[config.mk]
export PLATFORM = sky130hd
export DESIGN_NAME = two_side_earliest_arrival_timer_core
export DESIGN_NICKNAME = d
export VERILOG_FILES = /design/src/design/efat_pkg.sv /design/src/design/efat_cell.sv /design/src/design/efat_div.sv /design/src/design/two_side_earliest_arrival_timer_core.sv
export SDC_FILE = /design/constraint.sdc
export NUM_CORES = 2
export LEC_CHECK = 0
export BUFFER_PORTS_ARGS = -buffer_cell sky130_fd_sc_hd__buf_2
export CORE_MARGIN = 4
export CORE_UTILIZATION = 59
export DETAILED_ROUTE_END_ITERATION = 8
export PLACE_DENSITY = 0.9
export SLEW_MARGIN = 40
export SYNTH_ARGS = -nofsm -noshare
export SYNTH_HDL_FRONTEND = slang
export SYNTH_HIERARCHICAL = 1
export SYNTH_SLANG_ARGS = --single-unit
[constraint.sdc]
create_clock -name clk_i -period 4.1 [get_ports clk_i]
set_input_delay 0.82 -clock clk_i [delete_from_list [all_inputs] [get_ports clk_i]]
set_output_delay 0.82 -clock clk_i [all_outputs]
set_load 0.005 [all_outputs]
[src/design/efat_pkg.sv]
package efat_pkg;

  // Storage and field sizes.
  localparam int MAX_KEPT  = 16;
  localparam int TIME_BITS = 32;
  localparam int IN_W      = 32;
  localparam int MEAN_W    = 32;
  localparam int CNT_W     = 16;
  localparam int NK_W      = 5;
  localparam logic [NK_W-1:0] NK_RESET = NK_W'(16);

  // Derived widths.
  localparam int IDX_W  = (MAX_KEPT > 1) ? $clog2(MAX_KEPT) : 1;
  localparam int K_W    = $clog2(MAX_KEPT + 1);
  localparam int KC_W   = (NK_W > K_W) ? NK_W : K_W;
  localparam int DIV_W  = K_W + 1;
  localparam int SUM_W  = TIME_BITS + $clog2(2 * MAX_KEPT);
  localparam int QUO_W  = (SUM_W > MEAN_W) ? SUM_W : MEAN_W;
  localparam int STEP_W = $clog2(QUO_W + 1);

  // Control of one list cell.
  typedef struct packed {
    logic ins;
    logic shift;
  } cell_ctrl_t;

  // Sequencer states.
  typedef enum logic [1:0] {
    ST_IDLE,
    ST_SUM,
    ST_DIV
  } state_e;

  // Operation codes.
  localparam logic OP_HIT  = 1'b0;
  localparam logic OP_READ = 1'b1;

  // Input time reduced to the kept time width.
  function automatic logic [TIME_BITS-1:0] to_time(input logic [IN_W-1:0] a);
    logic [TIME_BITS-1:0] r;
    r = '0;
    for (int i = 0; i < TIME_BITS; i++) begin
      if (i < IN_W) begin
        r[i] = a[i];
      end
    end
    return r;
  endfunction

endpackage

[src/design/efat_cell.sv]
module efat_cell
  import efat_pkg::*;
(
  input  logic                 clk_i,
  input  logic                 rst_ni,
  input  cell_ctrl_t           ctrl_i,
  input  logic [TIME_BITS-1:0] time_i,
  input  logic [TIME_BITS-1:0] prev_val_i,
  input  logic                 prev_valid_i,
  input  logic                 prev_ins_i,
  input  logic [TIME_BITS-1:0] next_val_i,
  input  logic                 next_valid_i,
  output logic [TIME_BITS-1:0] val_o,
  output logic                 valid_o,
  output logic                 ins_o
);

  logic [TIME_BITS-1:0] val_q, val_d;
  logic                 valid_q, valid_d;
  logic                 take;

  // A valid cell moves when the new time is below its own. An empty cell
  // fills only when its lower neighbor holds a time.
  always_comb begin
    ins_o   = valid_q && (time_i < val_q);
    take    = valid_q ? ins_o : prev_valid_i;
    val_d   = val_q;
    valid_d = valid_q;
    if (ctrl_i.shift) begin
      val_d   = next_val_i;
      valid_d = next_valid_i;
    end else if (ctrl_i.ins && take) begin
      val_d   = prev_ins_i ? prev_val_i : time_i;
      valid_d = 1'b1;
    end
  end

  always_ff @(posedge clk_i or negedge rst_ni) begin
    if (!rst_ni) begin
      val_q   <= '0;
      valid_q <= 1'b0;
    end else begin
      val_q   <= val_d;
      valid_q <= valid_d;
    end
  end

  assign val_o   = val_q;
  assign valid_o = valid_q;

endmodule

[src/design/efat_div.sv]
module efat_div
  import efat_pkg::*;
(
  input  logic              clk_i,
  input  logic              rst_ni,
  input  logic              start_i,
  input  logic [SUM_W-1:0]  dividend_i,
  input  logic [DIV_W-1:0]  divisor_i,
  output logic              done_o,
  output logic [MEAN_W-1:0] quotient_o
);

  logic [QUO_W-1:0]  quo_q, quo_d;
  logic [DIV_W-1:0]  rem_q, rem_d;
  logic [DIV_W-1:0]  div_q, div_d;
  logic [STEP_W-1:0] step_q, step_d;
  logic              done_q, done_d;
  logic [DIV_W:0]    rem_sh;
  logic [DIV_W:0]    rem_sub;
  logic              ge;

  // Restoring division, one quotient bit per cycle.
  always_comb begin
    rem_sh  = {rem_q, quo_q[QUO_W-1]};
    rem_sub = rem_sh - {1'b0, div_q};
    ge      = rem_sh >= {1'b0, div_q};
    quo_d   = quo_q;
    rem_d   = rem_q;
    div_d   = div_q;
    step_d  = step_q;
    done_d  = done_q;
    if (start_i) begin
      quo_d  = QUO_W'(dividend_i);
      rem_d  = '0;
      div_d  = divisor_i;
      step_d = STEP_W'(QUO_W);
      done_d = 1'b0;
    end else if (step_q != '0) begin
      quo_d  = {quo_q[QUO_W-2:0], ge};
      rem_d  = ge ? rem_sub[DIV_W-1:0] : rem_sh[DIV_W-1:0];
      step_d = step_q - STEP_W'(1);
      done_d = (step_q == STEP_W'(1));
    end
  end

  always_ff @(posedge clk_i or negedge rst_ni) begin
    if (!rst_ni) begin
      step_q <= '0;
      done_q <= 1'b0;
    end else begin
      step_q <= step_d;
      done_q <= done_d;
    end
  end

  always_ff @(posedge clk_i) begin
    quo_q <= quo_d;
    rem_q <= rem_d;
    div_q <= div_d;
  end

  assign done_o     = done_q;
  assign quotient_o = quo_q[MEAN_W-1:0];

endmodule

[src/design/two_side_earliest_arrival_timer_core.sv]
// Two-side earliest arrival timer.
// Input channel (in_valid_i / in_stall_o): each beat carries an opcode, a
// side and an arrival time. A hit beat inserts the time into the sorted list
// of its side; hits are taken one per cycle while no readout is under way,
// with no result. A readout beat gives one result beat on the output channel
// (out_valid_o / out_stall_i): the mean of the first num_kept entries of
// both lists, and the hit counts of both sides. The lists and counts are
// then empty. A readout shifts both cell rows out through the adder (which
// also clears them), then runs the bit-serial divider, then loads the output
// register. The input is stalled during that time. A result that waits in
// the output register does not block hits; a second readout waits for the
// slot. The configuration channel (cfg_valid_i / cfg_ready_o) writes
// num_kept and is always ready. Reset empties the lists, clears the counts
// and sets num_kept to 16.
module two_side_earliest_arrival_timer_core
  import efat_pkg::*;
(
  input  logic              clk_i,
  input  logic              rst_ni,
  input  logic              in_valid_i,
  output logic              in_stall_o,
  input  logic              opcode_i,
  input  logic              side_i,
  input  logic [IN_W-1:0]   arrival_time_i,
  output logic              out_valid_o,
  input  logic              out_stall_i,
  output logic [MEAN_W-1:0] mean_time_o,
  output logic [CNT_W-1:0]  right_hits_o,
  output logic [CNT_W-1:0]  left_hits_o,
  input  logic              cfg_valid_i,
  output logic              cfg_ready_o,
  input  logic [NK_W-1:0]   cfg_data_i
);

  state_e state_q, state_d;

  logic [NK_W-1:0]   num_kept_q;
  logic [CNT_W-1:0]  rcnt_q, lcnt_q, rcnt_d, lcnt_d;
  logic [CNT_W-1:0]  rlat_q, llat_q;
  logic [K_W-1:0]    k_q, k_clamp;
  logic [IDX_W-1:0]  idx_q, idx_d;
  logic [SUM_W-1:0]  acc_q, acc_d, acc_sum, addend;
  logic              out_valid_q, out_load;
  logic [MEAN_W-1:0] mean_q;
  logic [CNT_W-1:0]  rh_q, lh_q;

  logic              acc_in, hit, rd, div_start, div_done;
  logic [MEAN_W-1:0] quotient;
  logic [TIME_BITS-1:0] t;
  cell_ctrl_t        rctrl, lctrl;

  logic [TIME_BITS-1:0] rval [MAX_KEPT+1];
  logic [TIME_BITS-1:0] lval [MAX_KEPT+1];
  logic                 rvld [MAX_KEPT+1];
  logic                 lvld [MAX_KEPT+1];
  logic                 rins [MAX_KEPT];
  logic                 lins [MAX_KEPT];

  // Configuration register.
  assign cfg_ready_o = 1'b1;

  always_ff @(posedge clk_i or negedge rst_ni) begin
    if (!rst_ni) begin
      num_kept_q <= NK_RESET;
    end else if (cfg_valid_i) begin
      num_kept_q <= cfg_data_i;
    end
  end

  // Input handshake and decode.
  assign in_stall_o = (state_q != ST_IDLE);
  assign acc_in     = in_valid_i && !in_stall_o;
  assign hit        = acc_in && (opcode_i == OP_HIT);
  assign rd         = acc_in && (opcode_i == OP_READ);
  assign t          = to_time(arrival_time_i);

  // num_kept clamped to one up to MAX_KEPT.
  always_comb begin
    if (num_kept_q == '0) begin
      k_clamp = K_W'(1);
    end else if (KC_W'(num_kept_q) > KC_W'(MAX_KEPT)) begin
      k_clamp = K_W'(MAX_KEPT);
    end else begin
      k_clamp = K_W'(num_kept_q);
    end
  end

  // Cell controls: insert on a hit, shift toward cell zero while summing.
  always_comb begin
    rctrl.ins   = hit && side_i;
    rctrl.shift = (state_q == ST_SUM);
    lctrl.ins   = hit && !side_i;
    lctrl.shift = (state_q == ST_SUM);
  end

  // Rows of sorted cells, cell zero holds the earliest time.
  assign rval[MAX_KEPT] = '0;
  assign lval[MAX_KEPT] = '0;
  assign rvld[MAX_KEPT] = 1'b0;
  assign lvld[MAX_KEPT] = 1'b0;

  for (genvar i = 0; i < MAX_KEPT; i++) begin : g_cells
    logic [TIME_BITS-1:0] rpv, lpv;
    logic                 rpvl, lpvl, rpi, lpi;

    if (i == 0) begin : g_first
      assign rpv  = '0;
      assign lpv  = '0;
      assign rpvl = 1'b1;
      assign lpvl = 1'b1;
      assign rpi  = 1'b0;
      assign lpi  = 1'b0;
    end else begin : g_rest
      assign rpv  = rval[i-1];
      assign lpv  = lval[i-1];
      assign rpvl = rvld[i-1];
      assign lpvl = lvld[i-1];
      assign rpi  = rins[i-1];
      assign lpi  = lins[i-1];
    end

    efat_cell u_rcell (
      .clk_i        (clk_i),
      .rst_ni       (rst_ni),
      .ctrl_i       (rctrl),
      .time_i       (t),
      .prev_val_i   (rpv),
      .prev_valid_i (rpvl),
      .prev_ins_i   (rpi),
      .next_val_i   (rval[i+1]),
      .next_valid_i (rvld[i+1]),
      .val_o        (rval[i]),
      .valid_o      (rvld[i]),
      .ins_o        (rins[i])
    );

    efat_cell u_lcell (
      .clk_i        (clk_i),
      .rst_ni       (rst_ni),
      .ctrl_i       (lctrl),
      .time_i       (t),
      .prev_val_i   (lpv),
      .prev_valid_i (lpvl),
      .prev_ins_i   (lpi),
      .next_val_i   (lval[i+1]),
      .next_valid_i (lvld[i+1]),
      .val_o        (lval[i]),
      .valid_o      (lvld[i]),
      .ins_o        (lins[i])
    );
  end

  // Accumulate the head cells of both rows for the first k shifts.
  always_comb begin
    if (KC_W'(idx_q) < KC_W'(k_q)) begin
      addend = SUM_W'(rval[0]) + SUM_W'(lval[0]);
    end else begin
      addend = '0;
    end
    acc_sum = acc_q + addend;
  end

  // Hit counters, saturating.
  always_comb begin
    rcnt_d = rcnt_q;
    lcnt_d = lcnt_q;
    if (rd) begin
      rcnt_d = '0;
      lcnt_d = '0;
    end else if (hit && side_i && (rcnt_q != '1)) begin
      rcnt_d = rcnt_q + CNT_W'(1);
    end else if (hit && !side_i && (lcnt_q != '1)) begin
      lcnt_d = lcnt_q + CNT_W'(1);
    end
  end

  // Sequencer for the readout.
  always_comb begin
    state_d   = state_q;
    idx_d     = idx_q;
    acc_d     = acc_q;
    div_start = 1'b0;
    out_load  = 1'b0;
    case (state_q)
      ST_IDLE: begin
        if (rd) begin
          state_d = ST_SUM;
          idx_d   = '0;
          acc_d   = '0;
        end
      end
      ST_SUM: begin
        acc_d = acc_sum;
        idx_d = idx_q + IDX_W'(1);
        if (idx_q == IDX_W'(MAX_KEPT - 1)) begin
          div_start = 1'b1;
          state_d   = ST_DIV;
        end
      end
      ST_DIV: begin
        if (div_done && (!out_valid_q || !out_stall_i)) begin
          out_load = 1'b1;
          state_d  = ST_IDLE;
        end
      end
      default: begin
        state_d = ST_IDLE;
      end
    endcase
  end

  efat_div u_div (
    .clk_i      (clk_i),
    .rst_ni     (rst_ni),
    .start_i    (div_start),
    .dividend_i (acc_sum),
    .divisor_i  ({k_q, 1'b0}),
    .done_o     (div_done),
    .quotient_o (quotient)
  );

  // Control registers.
  always_ff @(posedge clk_i or negedge rst_ni) begin
    if (!rst_ni) begin
      state_q     <= ST_IDLE;
      rcnt_q      <= '0;
      lcnt_q      <= '0;
      out_valid_q <= 1'b0;
    end else begin
      state_q <= state_d;
      rcnt_q  <= rcnt_d;
      lcnt_q  <= lcnt_d;
      if (out_load) begin
        out_valid_q <= 1'b1;
      end else if (!out_stall_i) begin
        out_valid_q <= 1'b0;
      end
    end
  end

  // Payload registers.
  always_ff @(posedge clk_i) begin
    idx_q <= idx_d;
    acc_q <= acc_d;
    if (rd) begin
      rlat_q <= rcnt_q;
      llat_q <= lcnt_q;
      k_q    <= k_clamp;
    end
    if (out_load) begin
      mean_q <= quotient;
      rh_q   <= rlat_q;
      lh_q   <= llat_q;
    end
  end

  assign out_valid_o  = out_valid_q;
  assign mean_time_o  = mean_q;
  assign right_hits_o = rh_q;
  assign left_hits_o  = lh_q;

endmodule

# == Word level (Yosys, flattened, before mapping) ==
# Index checks and enable logic that the tools add are counted.
# totals
reg_bits,1293
# classes
addsub,7
order_cmp,35
eq_ne,11
n_mux,218
bitwise_logic,1
reduce_logical,121
# ops
cell,count
two-way mux 32 bit,94
< comparator 32 bit,32
two-way mux 37 bit,3
two-way mux 1 bit,104
two-way mux 16 bit,5
case mux 37 bit (2 select lines),1
nonzero test 2 bit,37
logical AND 1 bit,72
adder 37 bit,1
adder 32 x 32 -> 33 bit,1
two-way mux 33 bit,1
adder 16 x 1 -> 16 bit (second input constant),2
!= test 16 bit (second input constant),2
two-way mux 6 bit,3
!= test 2 bit (second input constant),4
case mux 4 bit (2 select lines),1
>= comparator 7 x 6 -> 1 bit,1
equality test 6 x 1 -> 1 bit (second input constant),1
two-way mux 2 bit,3
case mux 2 bit (3 select lines),1
nonzero test 6 bit,1
subtractor 6 x 1 -> 6 bit (second input constant),1
subtractor 6 bit,1
> comparator 5 bit (second input constant),1
other kinds (16),20

# == Depth between registers and ports, before layout ==
# logic_depth
depth_word,9
ltp_mapped,21

# == Modules after synthesis ==
# Netlist, hierarchy kept.
# modules_own_cells
mod,instances,cells_each,area_each_um2
efat_cell,32,293,2636.3
two_side_earliest_arrival_timer_core,1,930,10194.8
efat_div,1,226,2932.8

# == Worst setup path after synthesis ==
# No wires, ideal clock.
# synth_timing
kind,flip-flop to flip-flop
from,register g_cells[0].u_rcell.val_q[9]
to,register u_div.quo_q[33] (data pin)
setup_ns,0.260
t_arrival_ns,4.038
t_required_ns,3.840
slack_ns,-0.198
stages_incl_launch_ff,19
path_buffers,0
synth_period_minus_slack_ns,4.298
cell_sequence,dfrtp_1 -> ha_1 -> a21oi_1 -> o21ai_0 -> or3_1 -> o21ai_0 -> o21bai_1 -> a211oi_1 -> xor2_1 -> nor2_1 -> ha_1 -> and2_1 -> nand3_1 -> a2111oi_2 -> o31ai_4 -> o21ai_2 -> a31oi_1 -> xnor2_1 -> mux2_2
# synth_via
elab_chain_len,4
# synth_rtl
element,line,source
from (decl),efat_cell.sv:18,"logic [TIME_BITS-1:0] val_q, val_d;"
from (signal assigned),efat_cell.sv:43,val_q <= val_d;
adder 32 x 32 -> 33 bit,two_side_earliest_arrival_timer_core.sv:156,addend = SUM_W'(rval[0]) + SUM_W'(lval[0]);
two-way mux 33 bit,two_side_earliest_arrival_timer_core.sv:155,if (KC_W'(idx_q) < KC_W'(k_q)) begin
adder 37 bit,two_side_earliest_arrival_timer_core.sv:160,acc_sum = acc_q + addend;
named net acc_sum[33],two_side_earliest_arrival_timer_core.sv:42,"logic [SUM_W-1:0] acc_q, acc_d, acc_sum, addend;"
two-way mux 37 bit,efat_div.sv:32,if (start_i) begin
named net u_div.quo_d[33],efat_div.sv:13,"logic [QUO_W-1:0] quo_q, quo_d;"
to (signal assigned),efat_div.sv:57,quo_q <= quo_d;
to (decl),efat_div.sv:13,
# The timed path passes the listed nets, and every way through them passes these cells.
# A chain may end at the register's enable or synchronous reset.

# == Final worst setup path ==
# layout_timing
from,register g_cells[0].u_rcell.val_q[8]
to,register u_div.quo_q[33] (data pin)
# Same word-level chain as after synthesis.

==> flow_results.org <==
** Status
- Status :: complete, but fails checks
- The checks that failed: design-rule violations, negative setup slack.

** Job
- Reported max-cap violation count :: 0

** Floorplanning
- In this run the core area contains 148 standard-cell rows.
- In this run the horizontal extent of the chip is about 410 um.
- Vertical die dimension :: between 400 and 500 um
- IO Pins :: 111
- The die covers about 170000 um2.
- Core box area :: between 150000 and 200000 um2
- Initial cell density of the core :: 0.596

** Clocking
- Clock slew at reported path FFs :: roughly 70 ps
- CTS built an H-tree with a depth of 4.
- The clock drives between 1000 and 1500 sinks.
- Number of buffers on the longest clock path :: 3
- TritonCTS clock tree :: yes
- Number of buffers created by CTS :: roughly 150
- Clock tree synthesis selected as its root buffer the cell sky130_fd_sc_hd__clkbuf_16.
- At the later pin of the worst-skew pair, clock insertion delay measures 820 ps.

** Detailed routing
- Vias per Instance :: approximately 6.4
- ANT nets after route :: 0
- The highest metal layer carrying signal wires in the routed design is met5.
- The detailed router put a total of approximately 110 mm of wire on met1.
- In this run, the number of DRC markers left after iteration 0 of detailed routing was around 9700.
- For this run, the detailed router's first-pass iteration total came to 9.
- Total number of vias :: 85600
- In the routed design, unresolved DRC markers number 1.
- The final layout contains routed wiring with a total length of 290 mm.
- Routed met2 length :: between 100 and 150 mm
- Average detailed-routed wire length per instance :: about 22 um
- Met3 wirelength from detailed routing :: 25.3 mm

** GRT
- Total GRT Usage :: 0.324
- Entering global routing, the biggest net connects about 170 pins.
- The first global-routing pass estimated around 460 mm of wire.
- The via count of the first global-routing pass is between 80000 and 90000.
- Number of antenna violations at the first check in global routing :: 15
- Global route total overflow :: 0

** Placed design
- The congestion estimate from routability-driven global placement came to between 0.9 and 1.
- Port Buf Inserts :: roughly 110
- Detailed placement HPWL :: 201 mm
- Place WS :: -677 ps

** Min path
- The tightest min-delay check is of the in -> reg type.

** Logic synthesis
- During synthesis, Yosys emitted a total of 6 warnings.
- Cells after synthesis :: 10500
- Averaged over all synthesized cells, the footprint is between 9 and 10 um2.
- Post-synthesis cell area :: 97500 um2

** Critical path
- The critical path is of the reg -> reg type.
- Worst setup EP type :: register
- STA classifies the critical path startpoint as a register.
- At the worst endpoint, the required time is roughly 4600 ps.
- In this run the worst path has a maximum fanout of 4.
- Arr. time, crit path :: around 5100 ps

** STA
- The number of hold violations in the final report is 0.
- Setup violations remaining at the end of the flow were counted as 40.
- The final max-slew violation count was 0.
- Final hold analysis gives a worst-case slack of around 260 ps.
- Worst Skew :: approximately 44 ps
- Setup repair after global routing could not meet its margin everywhere.
- The routed design could run at a clock period as short as 4600 ps.
- Dividing the final minimum period by the clock period gives 1.12.
- Slew at the pin closest to its max-slew limit :: approximately 890 ps
- Peak clock frequency supported by timing :: ~0.22 GHz
- Headroom to the max-slew limit :: 0.408
- Post-route setup slack :: -498 ps

** Power
- Leakage power of the design :: 0.0509 uW
- IR analysis of the VDD net gives a maximum drop of roughly 0.46 mV.
- Power density over the cells :: between 300 and 400 nW/um2

** Final layout
- Proportion of layout cells with a drive suffix above 1 :: 0.103
- Post-synthesis to final-layout area growth :: 13.1%
- Fin nets :: between 10000 and 15000
==> layer usage <==
layer / global-route usage / up-vias
met1: 0.381 / 41400
met2: 0.549 / 4710
li1: - / 38000
met4: 0.188 / 2
met5: 0 / -
met3: 0.0696 / 1469
==> worst paths after layout <==
kind | start | end | slack, ps | depth (start not counted)
max in group asynchronous | rst_ni | g_cells[11].u_rcell/val_o[13] | 2250 | 4
hold reg to reg | rlat_q[14] | right_hits_o[14] | 400 | 0
setup reg to reg | g_cells[0].u_rcell/val_o[8] | u_div/quo_q[33] | -500 | 21
min in group asynchronous | rst_ni | g_cells[15].u_rcell/val_o[27] | 500 | 2
setup / recovery | g_cells[0].u_rcell/val_o[8] | u_div/quo_q[33] | -500 | 21
hold / removal | cfg_data_i[4] | num_kept_q[4] | 260 | 3
==> flip-flops by register name, indices dropped and copies added (netlist names), 2 cells and up <==
| register | flops |
|---|---|
| g_cells.u_rcell/val_o | 512 |
| right_hits_o | 16 |
| u_div/div_q | 6 |
| u_div/quo_q | 37 |
| k_q | 5 |
| rlat_q | 16 |
| num_kept_q | 5 |
| acc_q | 37 |
| left_hits_o | 16 |
| mean_time_o | 32 |
| u_div/rem_q | 6 |
| g_cells.u_lcell/val_o | 512 |
| g_cells.u_lcell/valid_o | 16 |
| rcnt_q | 16 |
| lcnt_q | 16 |
| g_cells.u_rcell/valid_o | 16 |
| u_div/step_q | 6 |
| state_q | 2 |
| llat_q | 16 |
| idx_q | 4 |
==> worst max-delay path, stage by stage, from the launching register on <==
cell and delay (ps):
sky130_fd_sc_hd__dfrtp_1 420, sky130_fd_sc_hd__ha_4 260, sky130_fd_sc_hd__buf_4 130, sky130_fd_sc_hd__nand2_2 70, sky130_fd_sc_hd__o21ai_2 70, sky130_fd_sc_hd__or3_4 420, sky130_fd_sc_hd__o21ai_2 170, sky130_fd_sc_hd__o21bai_1 120
sky130_fd_sc_hd__buf_4 160, sky130_fd_sc_hd__a211oi_4 200, sky130_fd_sc_hd__xor2_1 180, sky130_fd_sc_hd__nor2_1 70, sky130_fd_sc_hd__ha_1 300, sky130_fd_sc_hd__nand2_1 100, sky130_fd_sc_hd__nor2_1 160, sky130_fd_sc_hd__nand3_2 140
sky130_fd_sc_hd__a2111oi_4 420, sky130_fd_sc_hd__o31ai_4 140, sky130_fd_sc_hd__o21ai_2 230, sky130_fd_sc_hd__a31oi_1 130, sky130_fd_sc_hd__xnor2_1 150, sky130_fd_sc_hd__mux2_4 270
==> where the power goes <==
part	internal (uW)	switching [uW]	leakage [uW]	total [uW]
clock network	7890	5790	0.00237	13700
logic	3460	4820	0.0337	8270
registers	13800	730	0.0149	14600
==> layout by cell type, fill, tap and decap left out, types with 13 or more instances in the layout <==
cell and n:
sky130_fd_sc_hd__mux2i_1 2064, sky130_fd_sc_hd__a21oi_1 1492, sky130_fd_sc_hd__nor2_1 1259, sky130_fd_sc_hd__inv_1 1123, sky130_fd_sc_hd__dfrtp_1 1102, sky130_fd_sc_hd__ha_1 1065, sky130_fd_sc_hd__buf_4 450, sky130_fd_sc_hd__nand2_1 419
sky130_fd_sc_hd__edfxtp_1 185, sky130_fd_sc_hd__o21ai_0 179, sky130_fd_sc_hd__clkbuf_16 150, sky130_fd_sc_hd__nand4_1 146, sky130_fd_sc_hd__conb_1 138, sky130_fd_sc_hd__buf_12 109, sky130_fd_sc_hd__buf_2 107, sky130_fd_sc_hd__a211oi_1 104
sky130_fd_sc_hd__a21o_1 92, sky130_fd_sc_hd__nand3_1 84, sky130_fd_sc_hd__nor4_1 69, sky130_fd_sc_hd__xor2_1 49, sky130_fd_sc_hd__and2_1 38, sky130_fd_sc_hd__clkbuf_1 38, sky130_fd_sc_hd__o211ai_1 37, sky130_fd_sc_hd__xnor2_1 37
sky130_fd_sc_hd__nor2_4 35, sky130_fd_sc_hd__o31ai_4 34, sky130_fd_sc_hd__a31oi_1 33, sky130_fd_sc_hd__mux2_2 32, sky130_fd_sc_hd__a2111o_1 32, sky130_fd_sc_hd__o311a_1 32, sky130_fd_sc_hd__a22oi_1 32, sky130_fd_sc_hd__clkbuf_8 25
sky130_fd_sc_hd__o21ai_1 15, sky130_fd_sc_hd__o21ai_2 14, sky130_fd_sc_hd__nor3_1 14, sky130_fd_sc_hd__clkinv_2 13, sky130_fd_sc_hd__buf_6 13
==> timing repair <==
item,4_1_cts,5_1_grt
endpoints found under the hold margin,20,0
pin swaps,42,27
hold buffers,1,0
setup buffers,22,9
endpoints found under the setup margin,44,47
resized for setup,113,40
==> through the flow <==
stage | instances | utilization | TNS [ps] | instance area [um2] | total power [uW]
floorplan | 10700 | - | -175 | 98100 | 19700
global placement | 13000 | 0.638 | -18730 | 104000 | 21900
detailed placement | 13000 | 0.639 | -17060 | 104000 | 22400
CTS | 13300 | 0.673 | -6600 | 110000 | 36300
global route | 13300 | 0.674 | -16420 | 110000 | 38000
finish | 13300 | 0.674 | -9480 | 110000 | 36500
==> area by class of cell <==
class	count	area (um2)
diodes	6	15.0
well taps	2175	2720
flip-flops and latches	1294	33300
multi-input cells	7734	58700
repair buffers	692	6480
clock buffers	213	4240
fillers	10800	53200
clock inverters	47	617
inverters	1127	4240
(Power assumes the default switching activity.)
